**config.mk**
```make
export PLATFORM = sky130hd
export DESIGN_NAME = nec_ir_frame_decoder_top
export DESIGN_NICKNAME = d
export VERILOG_FILES = /design/src/hw/rtl/nec_ir_pkg.sv /design/src/hw/rtl/nec_ir_frame_decoder_top.sv /design/src/hw/rtl/nec_ir_cfg.sv /design/src/hw/rtl/nec_ir_in_reg.sv /design/src/hw/rtl/nec_ir_decode.sv
export SDC_FILE = /design/constraint.sdc
export NUM_CORES = 1
export LEC_CHECK = 0
export BUFFER_PORTS_ARGS = -buffer_cell sky130_fd_sc_hd__buf_2
export CORE_MARGIN = 1.5
export CORE_UTILIZATION = 49
export CTS_BUF_LIST = sky130_fd_sc_hd__clkbuf_8 sky130_fd_sc_hd__clkbuf_16
export DETAILED_ROUTE_END_ITERATION = 16
export GPL_ROUTABILITY_DRIVEN = 0
export PLACE_DENSITY = 0.63
export SLEW_MARGIN = 10
export SYNTH_ARGS = -nofsm -noshare
export SYNTH_HDL_FRONTEND = slang
export SYNTH_SLANG_ARGS = --single-unit
export TNS_END_PERCENT = 10
```
**constraint.sdc**
```tcl
create_clock -name i_clk -period 6.4 [get_ports i_clk]
set_input_delay 0.64 -clock i_clk [delete_from_list [all_inputs] [get_ports i_clk]]
set_output_delay 0.64 -clock i_clk [all_outputs]
set_load 0.005 [all_outputs]
```
**src/hw/rtl/nec_ir_pkg.sv**
```systemverilog
// Shared types and constants for the NEC infrared frame decoder.
// Holds the status codes, the register indexes and the window types.
// No dependencies.
package nec_ir_pkg;

    // One duration window: minimum in bits 15:0, maximum in bits 31:16.
    typedef struct packed {
        logic [15:0] hi;
        logic [15:0] lo;
    } t_window;

    typedef struct packed {
        t_window lead_pulse;
        t_window lead_space;
        t_window mark;
        t_window one_space;
        t_window zero_space;
    } t_windows;

    localparam int CFG_INDEX_BITS = 3;

    localparam logic [CFG_INDEX_BITS-1:0] CFG_LEAD_PULSE = 3'd0;
    localparam logic [CFG_INDEX_BITS-1:0] CFG_LEAD_SPACE = 3'd1;
    localparam logic [CFG_INDEX_BITS-1:0] CFG_MARK       = 3'd2;
    localparam logic [CFG_INDEX_BITS-1:0] CFG_ONE_SPACE  = 3'd3;
    localparam logic [CFG_INDEX_BITS-1:0] CFG_ZERO_SPACE = 3'd4;

    localparam logic [31:0] RST_LEAD_PULSE = 32'd655368000;
    localparam logic [31:0] RST_LEAD_SPACE = 32'd327684000;
    localparam logic [31:0] RST_MARK       = 32'd45875600;
    localparam logic [31:0] RST_ONE_SPACE  = 32'd124519800;
    localparam logic [31:0] RST_ZERO_SPACE = 32'd45875600;

    localparam logic [3:0] ST_OK         = 4'd0;
    localparam logic [3:0] ST_SHORT      = 4'd1;
    localparam logic [3:0] ST_LEAD_PULSE = 4'd2;
    localparam logic [3:0] ST_LEAD_SPACE = 4'd3;
    localparam logic [3:0] ST_DATA_PULSE = 4'd4;
    localparam logic [3:0] ST_DATA_SPACE = 4'd5;
    localparam logic [3:0] ST_TRAILER    = 4'd6;
    localparam logic [3:0] ST_ADDRESS    = 4'd7;
    localparam logic [3:0] ST_COMMAND    = 4'd8;

    // Sample positions within one waveform.
    localparam logic [6:0] FRAME_SAMPLES = 7'd67;
    localparam logic [6:0] TRAILER_INDEX = 7'd66;
    localparam logic [6:0] FIRST_SPACE   = 7'd3;

    localparam int OUT_TDATA_BITS = 24;

endpackage

```
**src/hw/rtl/nec_ir_frame_decoder_top.sv**
```systemverilog
// Top level of the NEC infrared frame decoder.
// Depends on nec_ir_pkg, nec_ir_cfg, nec_ir_in_reg and nec_ir_decode.
//
//  channel   direction  handshake              payload
//  s_axis    in         s_axis_tvalid/tready   tdata: duration; tlast: last sample
//  m_axis    out        m_axis_tvalid/tready   tdata: status, address, command
//  cfg       in         i_cfg_valid/o_cfg_ready i_cfg_index, i_cfg_data
//
// One duration beat per cycle is taken unless a waiting result stalls it; a beat
// is held in the input register, then its status (if any) in the result register.
// Window compares and the bit insert sit in one stage between those registers.
// A waiting result stalls only beats that would decide a status.
// Reset is synchronous: windows return to their defaults, frame state clears.
module nec_ir_frame_decoder_top #(
    parameter int DURATION_BITS = 16
) (
    input  logic                                  i_clk,
    input  logic                                  i_rst_n,
    input  logic                                  s_axis_tvalid,
    output logic                                  s_axis_tready,
    // duration [DURATION_BITS-1:0], zero fill to whole bytes
    input  logic [((DURATION_BITS+7)/8)*8-1:0]    s_axis_tdata,
    input  logic                                  s_axis_tlast,
    output logic                                  m_axis_tvalid,
    input  logic                                  m_axis_tready,
    // status [3:0], address [11:4], command [19:12], zero [23:20]
    output logic [nec_ir_pkg::OUT_TDATA_BITS-1:0] m_axis_tdata,
    input  logic                                  i_cfg_valid,
    output logic                                  o_cfg_ready,
    input  logic [nec_ir_pkg::CFG_INDEX_BITS-1:0] i_cfg_index,
    input  logic [31:0]                           i_cfg_data
);

    nec_ir_pkg::t_windows      windows;
    logic                      take;
    logic                      in_valid;
    logic [DURATION_BITS-1:0]  in_duration;
    logic                      in_last;
    logic [3:0]                status;
    logic [7:0]                address;
    logic [7:0]                command;

    nec_ir_cfg u_cfg (
        .i_clk       (i_clk),
        .i_rst_n     (i_rst_n),
        .i_cfg_valid (i_cfg_valid),
        .o_cfg_ready (o_cfg_ready),
        .i_cfg_index (i_cfg_index),
        .i_cfg_data  (i_cfg_data),
        .o_windows   (windows)
    );

    nec_ir_in_reg #(
        .DURATION_BITS (DURATION_BITS)
    ) u_in_reg (
        .i_clk      (i_clk),
        .i_rst_n    (i_rst_n),
        .i_valid    (s_axis_tvalid),
        .o_ready    (s_axis_tready),
        .i_duration (s_axis_tdata[DURATION_BITS-1:0]),
        .i_last     (s_axis_tlast),
        .i_take     (take),
        .o_valid    (in_valid),
        .o_duration (in_duration),
        .o_last     (in_last)
    );

    nec_ir_decode #(
        .DURATION_BITS (DURATION_BITS)
    ) u_decode (
        .i_clk      (i_clk),
        .i_rst_n    (i_rst_n),
        .i_windows  (windows),
        .i_valid    (in_valid),
        .i_duration (in_duration),
        .i_last     (in_last),
        .o_take     (take),
        .o_valid    (m_axis_tvalid),
        .i_ready    (m_axis_tready),
        .o_status   (status),
        .o_address  (address),
        .o_command  (command)
    );

    assign m_axis_tdata = {4'd0, command, address, status};

endmodule

```
**src/hw/rtl/nec_ir_cfg.sv**
```systemverilog
// Window register file of the NEC infrared frame decoder.
// Depends on nec_ir_pkg for the window types and register indexes.
module nec_ir_cfg (
    input  logic                                i_clk,
    input  logic                                i_rst_n,
    input  logic                                i_cfg_valid,
    output logic                                o_cfg_ready,
    input  logic [nec_ir_pkg::CFG_INDEX_BITS-1:0] i_cfg_index,
    input  logic [31:0]                         i_cfg_data,
    output nec_ir_pkg::t_windows                o_windows
);

    nec_ir_pkg::t_windows r_windows;

    assign o_cfg_ready = 1'b1;
    assign o_windows   = r_windows;

    always_ff @(posedge i_clk) begin
        if (!i_rst_n) begin
            r_windows.lead_pulse <= nec_ir_pkg::RST_LEAD_PULSE;
            r_windows.lead_space <= nec_ir_pkg::RST_LEAD_SPACE;
            r_windows.mark       <= nec_ir_pkg::RST_MARK;
            r_windows.one_space  <= nec_ir_pkg::RST_ONE_SPACE;
            r_windows.zero_space <= nec_ir_pkg::RST_ZERO_SPACE;
        end else if (i_cfg_valid) begin
            // Indexes beyond the list are dropped.
            case (i_cfg_index)
                nec_ir_pkg::CFG_LEAD_PULSE: r_windows.lead_pulse <= i_cfg_data;
                nec_ir_pkg::CFG_LEAD_SPACE: r_windows.lead_space <= i_cfg_data;
                nec_ir_pkg::CFG_MARK:       r_windows.mark       <= i_cfg_data;
                nec_ir_pkg::CFG_ONE_SPACE:  r_windows.one_space  <= i_cfg_data;
                nec_ir_pkg::CFG_ZERO_SPACE: r_windows.zero_space <= i_cfg_data;
                default: ;
            endcase
        end
    end

endmodule

```
**src/hw/rtl/nec_ir_in_reg.sv**
```systemverilog
// Input register of the NEC infrared frame decoder: holds one duration beat.
// Depends on nothing but its parameter.
module nec_ir_in_reg #(
    parameter int DURATION_BITS = 16
) (
    input  logic                     i_clk,
    input  logic                     i_rst_n,
    input  logic                     i_valid,
    output logic                     o_ready,
    input  logic [DURATION_BITS-1:0] i_duration,
    input  logic                     i_last,
    input  logic                     i_take,
    output logic                     o_valid,
    output logic [DURATION_BITS-1:0] o_duration,
    output logic                     o_last
);

    logic                     r_valid;
    logic [DURATION_BITS-1:0] r_duration;
    logic                     r_last;

    assign o_ready    = !r_valid || i_take;
    assign o_valid    = r_valid;
    assign o_duration = r_duration;
    assign o_last     = r_last;

    always_ff @(posedge i_clk) begin
        if (!i_rst_n) begin
            r_valid <= 1'b0;
        end else if (o_ready) begin
            r_valid <= i_valid;
        end
    end

    always_ff @(posedge i_clk) begin
        if (o_ready && i_valid) begin
            r_duration <= i_duration;
            r_last     <= i_last;
        end
    end

endmodule

```
**src/hw/rtl/nec_ir_decode.sv**
```systemverilog
// Frame state, window checks and result register of the NEC infrared decoder.
// Depends on nec_ir_pkg for windows, status codes and sample positions.
module nec_ir_decode #(
    parameter int DURATION_BITS = 16
) (
    input  logic                     i_clk,
    input  logic                     i_rst_n,
    input  nec_ir_pkg::t_windows     i_windows,
    input  logic                     i_valid,
    input  logic [DURATION_BITS-1:0] i_duration,
    input  logic                     i_last,
    output logic                     o_take,
    output logic                     o_valid,
    input  logic                     i_ready,
    output logic [3:0]               o_status,
    output logic [7:0]               o_address,
    output logic [7:0]               o_command
);

    localparam int CW = (DURATION_BITS > 16) ? DURATION_BITS : 16;

    logic [6:0]  r_count;
    logic [31:0] r_bits;
    logic        r_decided;
    logic        r_out_valid;
    logic [3:0]  r_status;
    logic [7:0]  r_address;
    logic [7:0]  r_command;

    logic [6:0]  n_count;
    logic [31:0] n_bits;
    logic        n_decided;
    logic        emit;
    logic [3:0]  status;
    logic [7:0]  addr;
    logic [7:0]  cmd;
    logic [CW-1:0] dur;
    logic [4:0]  bit_idx;
    logic [6:0]  space_off;
    logic        out_free;

    function automatic logic in_win(input logic [CW-1:0] d, input nec_ir_pkg::t_window w);
        return (d >= CW'(w.lo)) && (d <= CW'(w.hi));
    endfunction

    assign dur       = CW'(i_duration);
    assign space_off = r_count - nec_ir_pkg::FIRST_SPACE;
    assign bit_idx   = space_off[5:1];
    assign out_free  = !r_out_valid || i_ready;
    // Beats that decide nothing pass even while a result waits.
    assign o_take    = i_valid && (!emit || out_free);

    always_comb begin
        emit      = 1'b0;
        status    = nec_ir_pkg::ST_OK;
        addr      = 8'd0;
        cmd       = 8'd0;
        n_bits    = (r_count == 7'd0) ? 32'd0 : r_bits;
        n_count   = r_count;
        n_decided = r_decided;
        if (!r_decided) begin
            priority if (i_last && r_count < nec_ir_pkg::TRAILER_INDEX) begin
                emit   = 1'b1;
                status = nec_ir_pkg::ST_SHORT;
            end else if (r_count == 7'd0) begin
                if (!in_win(dur, i_windows.lead_pulse)) begin
                    emit   = 1'b1;
                    status = nec_ir_pkg::ST_LEAD_PULSE;
                end
            end else if (r_count == 7'd1) begin
                if (!in_win(dur, i_windows.lead_space)) begin
                    emit   = 1'b1;
                    status = nec_ir_pkg::ST_LEAD_SPACE;
                end
            end else if (r_count < nec_ir_pkg::TRAILER_INDEX) begin
                if (!r_count[0]) begin
                    if (!in_win(dur, i_windows.mark)) begin
                        emit   = 1'b1;
                        status = nec_ir_pkg::ST_DATA_PULSE;
                    end
                end else if (in_win(dur, i_windows.one_space)) begin
                    n_bits[bit_idx] = 1'b1;
                end else if (!in_win(dur, i_windows.zero_space)) begin
                    emit   = 1'b1;
                    status = nec_ir_pkg::ST_DATA_SPACE;
                end
            end else begin
                emit = 1'b1;
                priority if (!in_win(dur, i_windows.mark)) begin
                    status = nec_ir_pkg::ST_TRAILER;
                end else if (r_bits[7:0] != ~r_bits[15:8]) begin
                    status = nec_ir_pkg::ST_ADDRESS;
                end else if (r_bits[23:16] != ~r_bits[31:24]) begin
                    status = nec_ir_pkg::ST_COMMAND;
                end else begin
                    status = nec_ir_pkg::ST_OK;
                    addr   = r_bits[7:0];
                    cmd    = r_bits[23:16];
                end
            end
            if (emit) begin
                n_decided = 1'b1;
            end else if (r_count < nec_ir_pkg::FRAME_SAMPLES) begin
                n_count = r_count + 7'd1;
            end
        end
        // The last beat always rearms for the next waveform.
        if (i_last) begin
            n_count   = 7'd0;
            n_decided = 1'b0;
        end
    end

    always_ff @(posedge i_clk) begin
        if (!i_rst_n) begin
            r_count     <= 7'd0;
            r_bits      <= 32'd0;
            r_decided   <= 1'b0;
            r_out_valid <= 1'b0;
        end else begin
            if (o_take) begin
                r_count   <= n_count;
                r_decided <= n_decided;
                if (!r_decided) begin
                    r_bits <= n_bits;
                end
            end
            if (o_take && emit) begin
                r_out_valid <= 1'b1;
            end else if (i_ready) begin
                r_out_valid <= 1'b0;
            end
        end
    end

    always_ff @(posedge i_clk) begin
        if (o_take && emit) begin
            r_status  <= status;
            r_address <= addr;
            r_command <= cmd;
        end
    end

    assign o_valid   = r_out_valid;
    assign o_status  = r_status;
    assign o_address = r_address;
    assign o_command = r_command;

    a_count_bound: assert property (@(posedge i_clk) disable iff (!i_rst_n)
        r_count <= nec_ir_pkg::FRAME_SAMPLES)
        else $error("sample count beyond frame length");

    a_fail_zero: assert property (@(posedge i_clk) disable iff (!i_rst_n)
        (r_out_valid && r_status != nec_ir_pkg::ST_OK) |-> (r_address == 8'd0 && r_command == 8'd0))
        else $error("failed frame carries address or command");

    a_last_rearms: assert property (@(posedge i_clk) disable iff (!i_rst_n)
        (o_take && i_last) |=> (r_count == 7'd0 && !r_decided))
        else $error("last beat did not rearm the frame state");

    a_emit_decides: assert property (@(posedge i_clk) disable iff (!i_rst_n)
        (o_take && emit && !i_last) |=> (r_decided && r_out_valid))
        else $error("result issued without marking the frame decided");

    a_no_second: assert property (@(posedge i_clk) disable iff (!i_rst_n)
        r_decided |-> !emit)
        else $error("second result for one waveform");

endmodule

```
==> flow_summary.yaml, run 1 <==
outcome:
  outcome: "completed"
global_routing:
  antenna_found_initial: 1
  grt_overflow: 0
  grt_pass1_vias: 10104
  grt_pass1_wl_mm: 58.7
  grt_start_max_net_pins: 75
  globalRouteTotalUtil_pct: 28.6
cts:
  cts_made_buffers: 27
  clkSinkCount: 239
  clk_pin_slew_ns: 0.06
  cts_resized: 0
  cts_tree: "yes"
  cts_max_path_buffers: 3
  htreeDepth: 1
  clk_latency_ns: 0.53
  clockRootBuffer: "clkbuf_16"
  cts_setup_buffers: 0
  hold_buffers: 0
route:
  met2WireLength_mm: 17.6
  via_count: 10899
  wl_mm: 38.4
  drc_errors: 0
  first_iter_violations: 901
  wl_met3_mm: 1.97
  met1_length_mm: 17.0
  wl_per_cell_microns: 20.0
  viasPerCell: 5.68
  dr.pass1.iters: 5
  dr.max_layer_used: "met4"
  ant_nets: 0
logic_synthesis:
  synthArstFlopShare_pct: 0
  ys_seq_area_share_pct: 40.0
  synth_warnings: 0
  synth_seq_cells: 239
  ys_types: 72
  yosys_most_used_dff: "dfxtp_1"
  synth_edf_count: 37
  synth.avg_cell_area_sq_um: 8.46
  netlist_area_sq_um: 12900
  syn_inst: 1523
timing:
  rsz0062_at_grt: "no"
  clock_skew_ns: 0.00954
  slew_headroom_pct: 19.6
  setup_viol: 0
  setup_ws_ns: 1.85
  hold_ws_ns: 0.287
  clock.fmax_mhz: 220
  setup_tns_ns: 0
  max_slew.worst_pin.slew_ns: 1.21
  fin_crit_sh_pct: 71.2
  hold_viol_final: 0
  maxSlewViolCount: 0
  fin_crit_ns: 4.55
die:
  die_area_sq_um: 27300
  rows: 59
  initial_utilization_pct: 49.8
  die_w_microns: 165
  design.core.area_sq_um: 25900
  io-pin-count: 84
  die_h_microns: 165
worst_setup_path:
  critical_path_class: "flop to primary output"
  crit_path_top_delay_cell: "edfxtp_1"
  critPathMaxFanout: 11
  start_kind: "flop"
  worst_path_largest_cell_delay_ns: 0.64
  path_cells: "ha_1 -> nand4_1 -> nor4_1 -> a21oi_1 -> o32ai_2 -> a211oi_4 -> nor2_2 -> nor2_1 -> nand2_1 -> buf_2"
  cp.required_ns: 5.76
  setup.worst_path.end_class: "primary output"
  cp_num_buf_inv: 1
  path_delay_family: "simple AND/OR/NAND/NOR gates"
  critPathArrivalTime_ns: 3.91
power:
  vdd_ir_drop_max_mv: 0.240
  p_per_area_nw_per_um2: 243
  power_mw: 3.50
  power.static_leakage_nw: 5.83
final_layout:
  area_growth_pct: 11.5
  multiInputGateArea_sq_um: 6860
  seq_area_sq_um: 5150
  fill_cells: 2416
  final_cells: 1920
  drive_gt1_share_pct: 9.03
  nets: 1789
flow_run:
  maxCapViolations: 0
placement:
  port_buffers: 78
  pre_cts_slack_ns: 2.48
  place_inst: 1875
  dp_hpwl_mm: 28.0
worst_hold_path:
  min_path_type: "input pin to flop"
metal layers:
layer	GRT usage (%)	vias to the layer above
li1	-	5386
met1	37.0	5088
met2	47.3	338
met3	3.47	87
met4	13.4	0
met5	0	-
power by group:
group          total, mW  internal, mW  switching (mW)  leakage, nW
combinational      0.346         0.124           0.222         3.41
clock               1.54         0.931           0.613        0.441
sequential          1.60          1.57          0.0366         1.98
total               3.50          2.62           0.872         5.83
cells by family after synthesis:
logic type	Yosys count	share of synthesized area, %
buffers and inverters	234	7.00
xor gates and xnor gates	17	1.16
adders and majority gates	163	15.8
other	2	0.0583
AOI/OAI and AO/OA	380	19.2
DFF	239	40.0
and+or+nand+nor	488	16.8
state kept, by name, indices dropped and copies added, names as in the netlist:
signal               flops
u_cfg.o_windows        160
u_decode.o_address       8
u_decode.o_command       8
u_decode.o_status        4
u_decode.o_valid         1
u_decode.r_bits         32
u_decode.r_count         7
u_decode.r_decided       1
u_in_reg.o_duration     16
u_in_reg.o_last          1
u_in_reg.o_valid         1
area by class of cell:
class | instances | area share, %
antenna | 1 | 0.0174
clock buffer | 28 | 4.80
clock inverter | 16 | 1.24
inverter | 161 | 4.21
multi-input combinational | 1053 | 47.8
sequential | 239 | 35.9
tap | 335 | 2.92
timing repair buffer | 87 | 3.19
layout by cell type, fill, tap and decap left out, drive strengths merged, types with 6 or more instances in the layout:
cell,synthesis,final
dfxtp,202,202
o211ai,64,64
a221oi,6,6
a211oi,12,12
buf,9,87
inv,160,163
nand2b,9,9
nor3,13,13
nand3,16,16
a21o,19,19
a31oi,6,6
clkbuf,64,28
a22o,16,16
xor2,8,8
xnor2,9,9
or3,8,8
ha,163,163
nor2,31,31
o32ai,6,6
nor4,6,6
nand4,29,29
and2,20,20
clkinv,1,10
o21ai,36,36
nand2,322,322
edfxtp,37,37
nor2b,10,10
o21a,10,10
and3,10,10
a21oi,164,164
cells in the mapped netlist (5+ instances only):
cell type  count  share of area, %
xnor2_1        9              0.61
a21o_1        19               1.1
o22ai_1        5              0.24
a31oi_1        6              0.29
a21oi_1      164               6.4
nand3_1       16              0.62
xor2_1         8              0.54
o21ai_0       16              0.62
nand2_1      322               9.4
o21ai_1       19              0.74
or3_1          8              0.39
and2_1        20              0.97
nor2_1        30              0.87
a22o_1        16               1.1
o21a_1        10              0.58
dfxtp_1      202                31
ha_1         163                16
nor4_1         6              0.29
clkbuf_1      64               1.9
a211oi_1      11              0.64
nand2b_1       9              0.44
and3_1        10              0.49
nor2b_1       10              0.49
edfxtp_1      37               8.6
nand4_1       29               1.4
o211ai_1      64               3.7
buf_4          6              0.35
nor3_1        12              0.47
a2111oi_0      5              0.34
inv_1        160               4.7
worst reg2reg max path: stages (launching register included):
cell      delay, ns
edfxtp_1       0.64
ha_1           0.46
nand4_1        0.21
nor4_1         0.47
a21oi_1        0.13
o32ai_2        0.51
a211oi_4       0.16
nor2_2         0.41
nor2_1         0.18
a21boi_1       0.17
buf_4          0.32
path summary, 6_finish.rpt:
kind,cells after the start,endpoint,slack [ns],start
hold reg to reg,2,u_cfg.o_windows[143]$_SDFFE_PN0P_,0.45,u_cfg.o_windows[143]$_SDFFE_PN0P_
setup reg to reg,10,u_in_reg.o_duration[0]$_DFFE_PP_,2.39,u_in_reg.o_duration[7]$_DFFE_PP_
setup / recovery,10,s_axis_tready,1.85,u_in_reg.o_duration[7]$_DFFE_PP_
hold / removal,1,u_in_reg.o_duration[8]$_DFFE_PP_,0.29,s_axis_tdata[8]
through the flow:
stage / utilization (%) / cell area (sq um)
floorplan: - / 12900
global placement: 52.1 / 13500
detailed placement: 52.1 / 13500
CTS: 55.4 / 14400
global route: 55.5 / 14400
finish: 55.5 / 14400
(Power assumes the default switching activity.)
==> run 2, diff against run 1 <==
==> constraint.sdc (replaced) <==
create_clock -name i_clk -period 4.4 [get_ports i_clk]
set_input_delay 0.44 -clock i_clk [delete_from_list [all_inputs] [get_ports i_clk]]
set_output_delay 0.44 -clock i_clk [all_outputs]
set_load 0.005 [all_outputs]
==> run 2 against run 1 <==
Flip-flop and latch count is the same. Combinational power rose by 50%. Utilization increased by 0.60 points. Final cell count up 0.78%. Clock-buffer cell count rose by 6. Via count grew 0.63%. Design area up 1.1%. Clock skew about the same. Worst hold slack lost 0.21 ns. Register-to-register slack lost 1.7 ns. Wire length up 0.81%. Sequential power up 46%. Critical endpoint unchanged.
==> flow_summary.yaml, run 2 (synthesis results as in run 1) <==
timing:
  fin_crit_ns: 4.16
  setup_viol: 0
  setup_tns_ns: 0
  maxSlewViolCount: 0
  rsz0062_at_grt: "no"
  clock.fmax_mhz: 240
  setup_ws_ns: 0.238
  max_slew.worst_pin.slew_ns: 1.07
  fin_crit_sh_pct: 94.6
  clock_skew_ns: 0.00948
  slew_headroom_pct: 28.8
  hold_viol_final: 0
global_routing:
  use_met1_pct: 35.8
  gr-usage-met3_pct: 4.32
  grt_pass1_vias: 10373
  globalRouteTotalUtil_pct: 28.9
  grt_pass1_wl_mm: 59.7
  grtUsageMet2_pct: 49.8
  grt.busiest_layer: "met2"
  antenna_found_initial: 1
  grt_start_max_net_pins: 56
  grt_overflow: 0
cts:
  cts_made_buffers: 27
  clockRootBuffer: "clkbuf_16"
  clk_latency_ns: 0.54
  htreeDepth: 1
  cts_max_path_buffers: 3
  cts_tree: "yes"
  clkSinkCount: 239
  clk_pin_slew_ns: 0.06
worst_setup_path:
  worst_r2r_startpoint: "u_in_reg.o_duration[10]$_DFFE_PP_"
  rrSetupSlack_ns: 0.70
  start_kind: "flop"
  critical_path_class: "flop to primary output"
  critPathArrivalTime_ns: 3.72
  cp.required_ns: 3.96
  reg2reg_to: "u_decode.o_address[1]$_SDFFCE_PP0P_"
  critPathMaxFanout: 10
  worst-r2r-cell-count: 11
  setup.worst_path.end_class: "primary output"
final_layout:
  seq_area_sq_um: 5150
  final_common_cell: "nand2_1"
  layout_common_cells: "nand2_1, dfxtp_1, inv_1"
  diodes: 0
  area_growth_pct: 12.7
  fin_area_sq_um: 14500
  drive_gt1_share_pct: 9.88
  multiInputGateArea_sq_um: 6860
  nets: 1800
  fill_cells: 2407
  largest_register_ffs: 160
placement:
  port_buffers: 78
  dpl_cell_area_sq_um: 13600
  pre_cts_slack_ns: 0.652
  dp_hpwl_mm: 27.9
route:
  wl_mm: 38.7
  drc_errors: 0
  dr.pass1.iters: 5
  wl_per_cell_microns: 20.0
  first_iter_violations: 927
  viasPerCell: 5.67
  via_count: 10968
  ant_nets: 0
die:
  die_w_microns: 165
  initial_utilization_pct: 49.8
  die_h_microns: 165
  io-pin-count: 84
  die_area_sq_um: 27300
  rows: 59
  design.core.area_sq_um: 25900
outcome:
  outcome: "completed"
worst_hold_path:
  hold_depth: 1
  min_from: "s_axis_tdata[10]"
  min_path_type: "input pin to flop"
  min_to: "u_in_reg.o_duration[10]$_DFFE_PP_"
power:
  vdd_ir_drop_max_mv: 0.268
  p_per_area_nw_per_um2: 355
  power.static_leakage_nw: 5.93
flow_run:
  maxCapViolations: 0
## run 2: report_power, final
part	total, mW	switching (mW)	internal, mW	leakage (nW)
registers	2.33	0.0475	2.28	1.98
clock network	2.30	0.918	1.38	0.484
logic	0.519	0.331	0.189	3.47
total	5.15	1.30	3.85	5.93
## run 2: cell type report
type | count | share of cell area (%)
Inverter | 161 | 4.17
Timing Repair Buffer | 98 | 3.89
Tap cell | 335 | 2.89
Multi-Input combinational cell | 1053 | 47.3
Clock inverter | 15 | 0.836
Sequential cell | 239 | 35.5
Clock buffer | 34 | 5.47
## run 2: routing by layer
layer / share of wire [%] / vias up
li1: - / 5405
met1: 42 / 5122
met2: 48 / 353
met3: 5.4 / 88
met4: 4.8 / 0
met5: 0 / -
## run 2: worst max-delay path by stage
stage | start | end | cells past startpoint
floorplan | u_in_reg.o_duration[14]$_DFFE_PP_ | u_decode.o_address[0]$_SDFFCE_PP0P_ | 10
global placement | u_in_reg.o_duration[0]$_DFFE_PP_ | u_decode.o_address[2]$_SDFFCE_PP0P_ | 12
detailed placement | u_in_reg.o_duration[0]$_DFFE_PP_ | u_decode.o_address[3]$_SDFFCE_PP0P_ | 12
CTS | u_in_reg.o_duration[0]$_DFFE_PP_ | s_axis_tready | 12
global route | u_in_reg.o_duration[0]$_DFFE_PP_ | s_axis_tready | 12
finish | u_in_reg.o_duration[10]$_DFFE_PP_ | s_axis_tready | 11
## run 2: timing repair
item / 4_1_cts / 5_1_grt
endpoints found under the setup margin: 0 / 1
hold buffers: 0 / 0
setup buffers: 0 / 0
resized for setup: 0 / 1
## run 2: worst max-delay path, cell delays in order, from the launching register on
cell and delay [ns]:
edfxtp_1 0.62, ha_1 0.40, and3_1 0.17, a221oi_1 0.29, o211ai_1 0.15, a221oi_2 0.46
a211oi_1 0.20, a211oi_4 0.39, nor2_2 0.08, nor2_1 0.18, nand2_1 0.10, buf_2 0.15
## run 2: per-stage QoR
stage	total power, mW	cells	utilization [%]	hold slack, ns
floorplan	2.68	1526	-	0.436
global placement	2.87	1886	52.5	0.443
detailed placement	2.89	1886	52.5	0.447
CTS	5.18	1935	56.0	0.0628
global route	5.33	1935	56.1	0.0648
finish	5.15	1935	56.1	0.0804
==> run 3, diff against run 2 <==
--- a/config.mk
+++ b/config.mk
@@ -8,7 +8,7 @@
 export BUFFER_PORTS_ARGS = -buffer_cell sky130_fd_sc_hd__buf_2
 export CORE_MARGIN = 1.5
 export CORE_UTILIZATION = 49
-export CTS_BUF_LIST = sky130_fd_sc_hd__clkbuf_8 sky130_fd_sc_hd__clkbuf_16
+export CTS_BUF_LIST = sky130_fd_sc_hd__clkbuf_16
 export DETAILED_ROUTE_END_ITERATION = 16
 export GPL_ROUTABILITY_DRIVEN = 0
 export PLACE_DENSITY = 0.63
==> run 3 against run 2 <==
Maximum frequency increased by 0.75%. Final cell count unchanged. Clock skew decreased by 0.0017 ns. Combinational power about the same. Non-clock buffer count unchanged. Sequential share of layout area increased by 0.12 points. Sequential power about the same. Utilization decreased by 0.19 points. Critical path type unchanged. Global-route usage about the same.
==> flow_summary.yaml, run 3 (synthesis results as in run 1) <==
final_layout:
  fill_cells: 2408
  multiInputGateArea_sq_um: 6860
  nets: 1800
  final_common_cell: "nand2_1"
  largest_register_ffs: 160
  diodes: 0
  layout_common_cells: "nand2_1, dfxtp_1, inv_1"
  final_cells: 1935
  seq_area_sq_um: 5150
  area_growth_pct: 12.3
  drive_gt1_share_pct: 9.63
cts:
  cts_resized: 0
  clk_pin_slew_ns: 0.06
  cts_tree: "yes"
  hold_buffers: 0
  cts_max_path_buffers: 3
  cts_made_buffers: 27
  htreeDepth: 1
  clockRootBuffer: "clkbuf_16"
  cts_setup_buffers: 0
  clkSinkCount: 239
  clk_latency_ns: 0.54
route:
  wl_met3_mm: 2.32
  wl_per_cell_microns: 20.0
  drc_errors: 0
  viasPerCell: 5.67
  first_iter_violations: 949
  ant_nets: 0
  dr.max_layer_used: "met4"
  met2WireLength_mm: 18.4
  wl_mm: 38.7
  via_count: 10978
  dr.pass1.iters: 5
  met1_length_mm: 16.1
worst_hold_path:
  min_to: "u_in_reg.o_duration[10]$_DFFE_PP_"
  min_path_type: "input pin to flop"
  hold_depth: 1
  min_from: "s_axis_tdata[10]"
worst_setup_path:
  cp_num_buf_inv: 2
  rrSetupSlack_ns: 0.73
  reg2reg_to: "u_decode.o_address[1]$_SDFFCE_PP0P_"
  crit_path_top_delay_cell: "a2111oi_1"
  critPathMaxFanout: 10
  path_delay_family: "compound AO/OA/AOI/OAI gates"
  start_kind: "flop"
  critPathArrivalTime_ns: 3.69
  setup.worst_path.end_class: "primary output"
  critical_path_class: "flop to primary output"
  cp.required_ns: 3.96
  worst_r2r_startpoint: "u_in_reg.o_duration[0]$_DFFE_PP_"
  path_cells: "inv_1 -> ha_1 -> nand2b_1 -> a2111oi_1 -> o211ai_1 -> a21oi_1 -> o32ai_2 -> a211oi_4 -> nor2_2 -> nor2_1 -> nand2_1 -> buf_2"
  worst_path_largest_cell_delay_ns: 0.52
  worst-r2r-cell-count: 12
global_routing:
  globalRouteTotalUtil_pct: 28.9
  grt_pass1_wl_mm: 59.6
  grt_overflow: 0
  grt_start_max_net_pins: 56
  grt_pass1_vias: 10379
  antenna_found_initial: 1
die:
  die_h_microns: 165
  initial_utilization_pct: 49.8
  rows: 59
  die_w_microns: 165
  die_area_sq_um: 27300
  design.core.area_sq_um: 25900
  io-pin-count: 84
timing:
  setup_tns_ns: 0
  clock_skew_ns: 0.00780
  clock.fmax_mhz: 242
  hold_viol_final: 0
  rsz0062_at_grt: "no"
  maxSlewViolCount: 0
  fin_crit_sh_pct: 93.9
  fin_crit_ns: 4.13
  slew_headroom_pct: 29.1
  setup_viol: 0
  max_slew.worst_pin.slew_ns: 1.06
placement:
  port_buffers: 78
  dp_hpwl_mm: 27.9
  place_inst: 1886
power:
  p_per_area_nw_per_um2: 349
  vdd_ir_drop_max_mv: 0.270
  power.static_leakage_nw: 5.91
outcome:
  outcome: "completed"
flow_run:
  maxCapViolations: 0
[run 3: cell types whose count changed in the layout (fill, tap and decap cells not counted), sizes merged]
cell    delta
clkbuf     -5
clkinv     +4
inv        +1
[run 3: worst reg2reg max path, cell delays in order, from the launching register on]
cell       delay, ns
edfxtp_1        0.37
inv_1           0.34
ha_1            0.31
nand2b_1        0.13
a2111oi_1       0.52
o211ai_1        0.17
a21oi_1         0.26
o32ai_2         0.19
a211oi_4        0.36
nor2_2          0.08
buf_4           0.18
nor3_2          0.15
buf_4           0.29
[run 3: per-layer routing]
layer  track usage, %  vias up
met3             4.45       84
met5                0        -
li1                 -     5394
met4             12.4        0
met1             35.7     5112
met2             49.7      388
[run 3: layout make-up]
| class | instances | share of cell area (%) |
|---|---|---|
| Multi-Input combinational cell | 1053 | 47.4 |
| Timing Repair Buffer | 98 | 3.91 |
| Clock buffer | 29 | 5.01 |
| Tap cell | 335 | 2.90 |
| Inverter | 161 | 4.18 |
| Sequential cell | 239 | 35.6 |
| Clock inverter | 20 | 0.968 |
[run 3: worst max-delay path by stage]
| stage | end | slack [ns] | startpoint | cells after the start |
|---|---|---|---|---|
| 5_1_grt | s_axis_tready | 0.08 | u_in_reg.o_duration[0]$_DFFE_PP_ | 12 |
| 3_5_place_dp | u_decode.o_address[3]$_SDFFCE_PP0P_ | 0.65 | u_in_reg.o_duration[0]$_DFFE_PP_ | 12 |
| 4_1_cts | s_axis_tready | 0.16 | u_in_reg.o_duration[0]$_DFFE_PP_ | 12 |
| 6_report | s_axis_tready | 0.27 | u_in_reg.o_duration[0]$_DFFE_PP_ | 12 |
| 3_3_place_gp | u_decode.o_address[2]$_SDFFCE_PP0P_ | 0.75 | u_in_reg.o_duration[0]$_DFFE_PP_ | 12 |
| 2_1_floorplan | u_decode.o_address[0]$_SDFFCE_PP0P_ | 0.1 | u_in_reg.o_duration[14]$_DFFE_PP_ | 10 |
[run 3: power breakdown]
group	switching, mW	total [mW]	leakage [nW]	internal, mW
combinational	0.331	0.519	3.47	0.189
sequential	0.0472	2.33	1.98	2.28
clock	0.914	2.21	0.458	1.30
total	1.29	5.06	5.91	3.77
[run 3: metrics by stage]
stage          util (%)  setup slack, ns  instance area (sq um)  hold slack [ns]  total power, mW
4_1_cts            55.9            0.164                  14500           0.0628             5.09
3_5_place_dp       52.5            0.652                  13600            0.447             2.89
2_1_floorplan         -           0.0967                  12900            0.436             2.68
5_1_grt            55.9           0.0754                  14500           0.0648             5.24
6_report           55.9            0.269                  14500           0.0839             5.06
3_3_place_gp       52.5            0.754                  13600            0.443             2.87
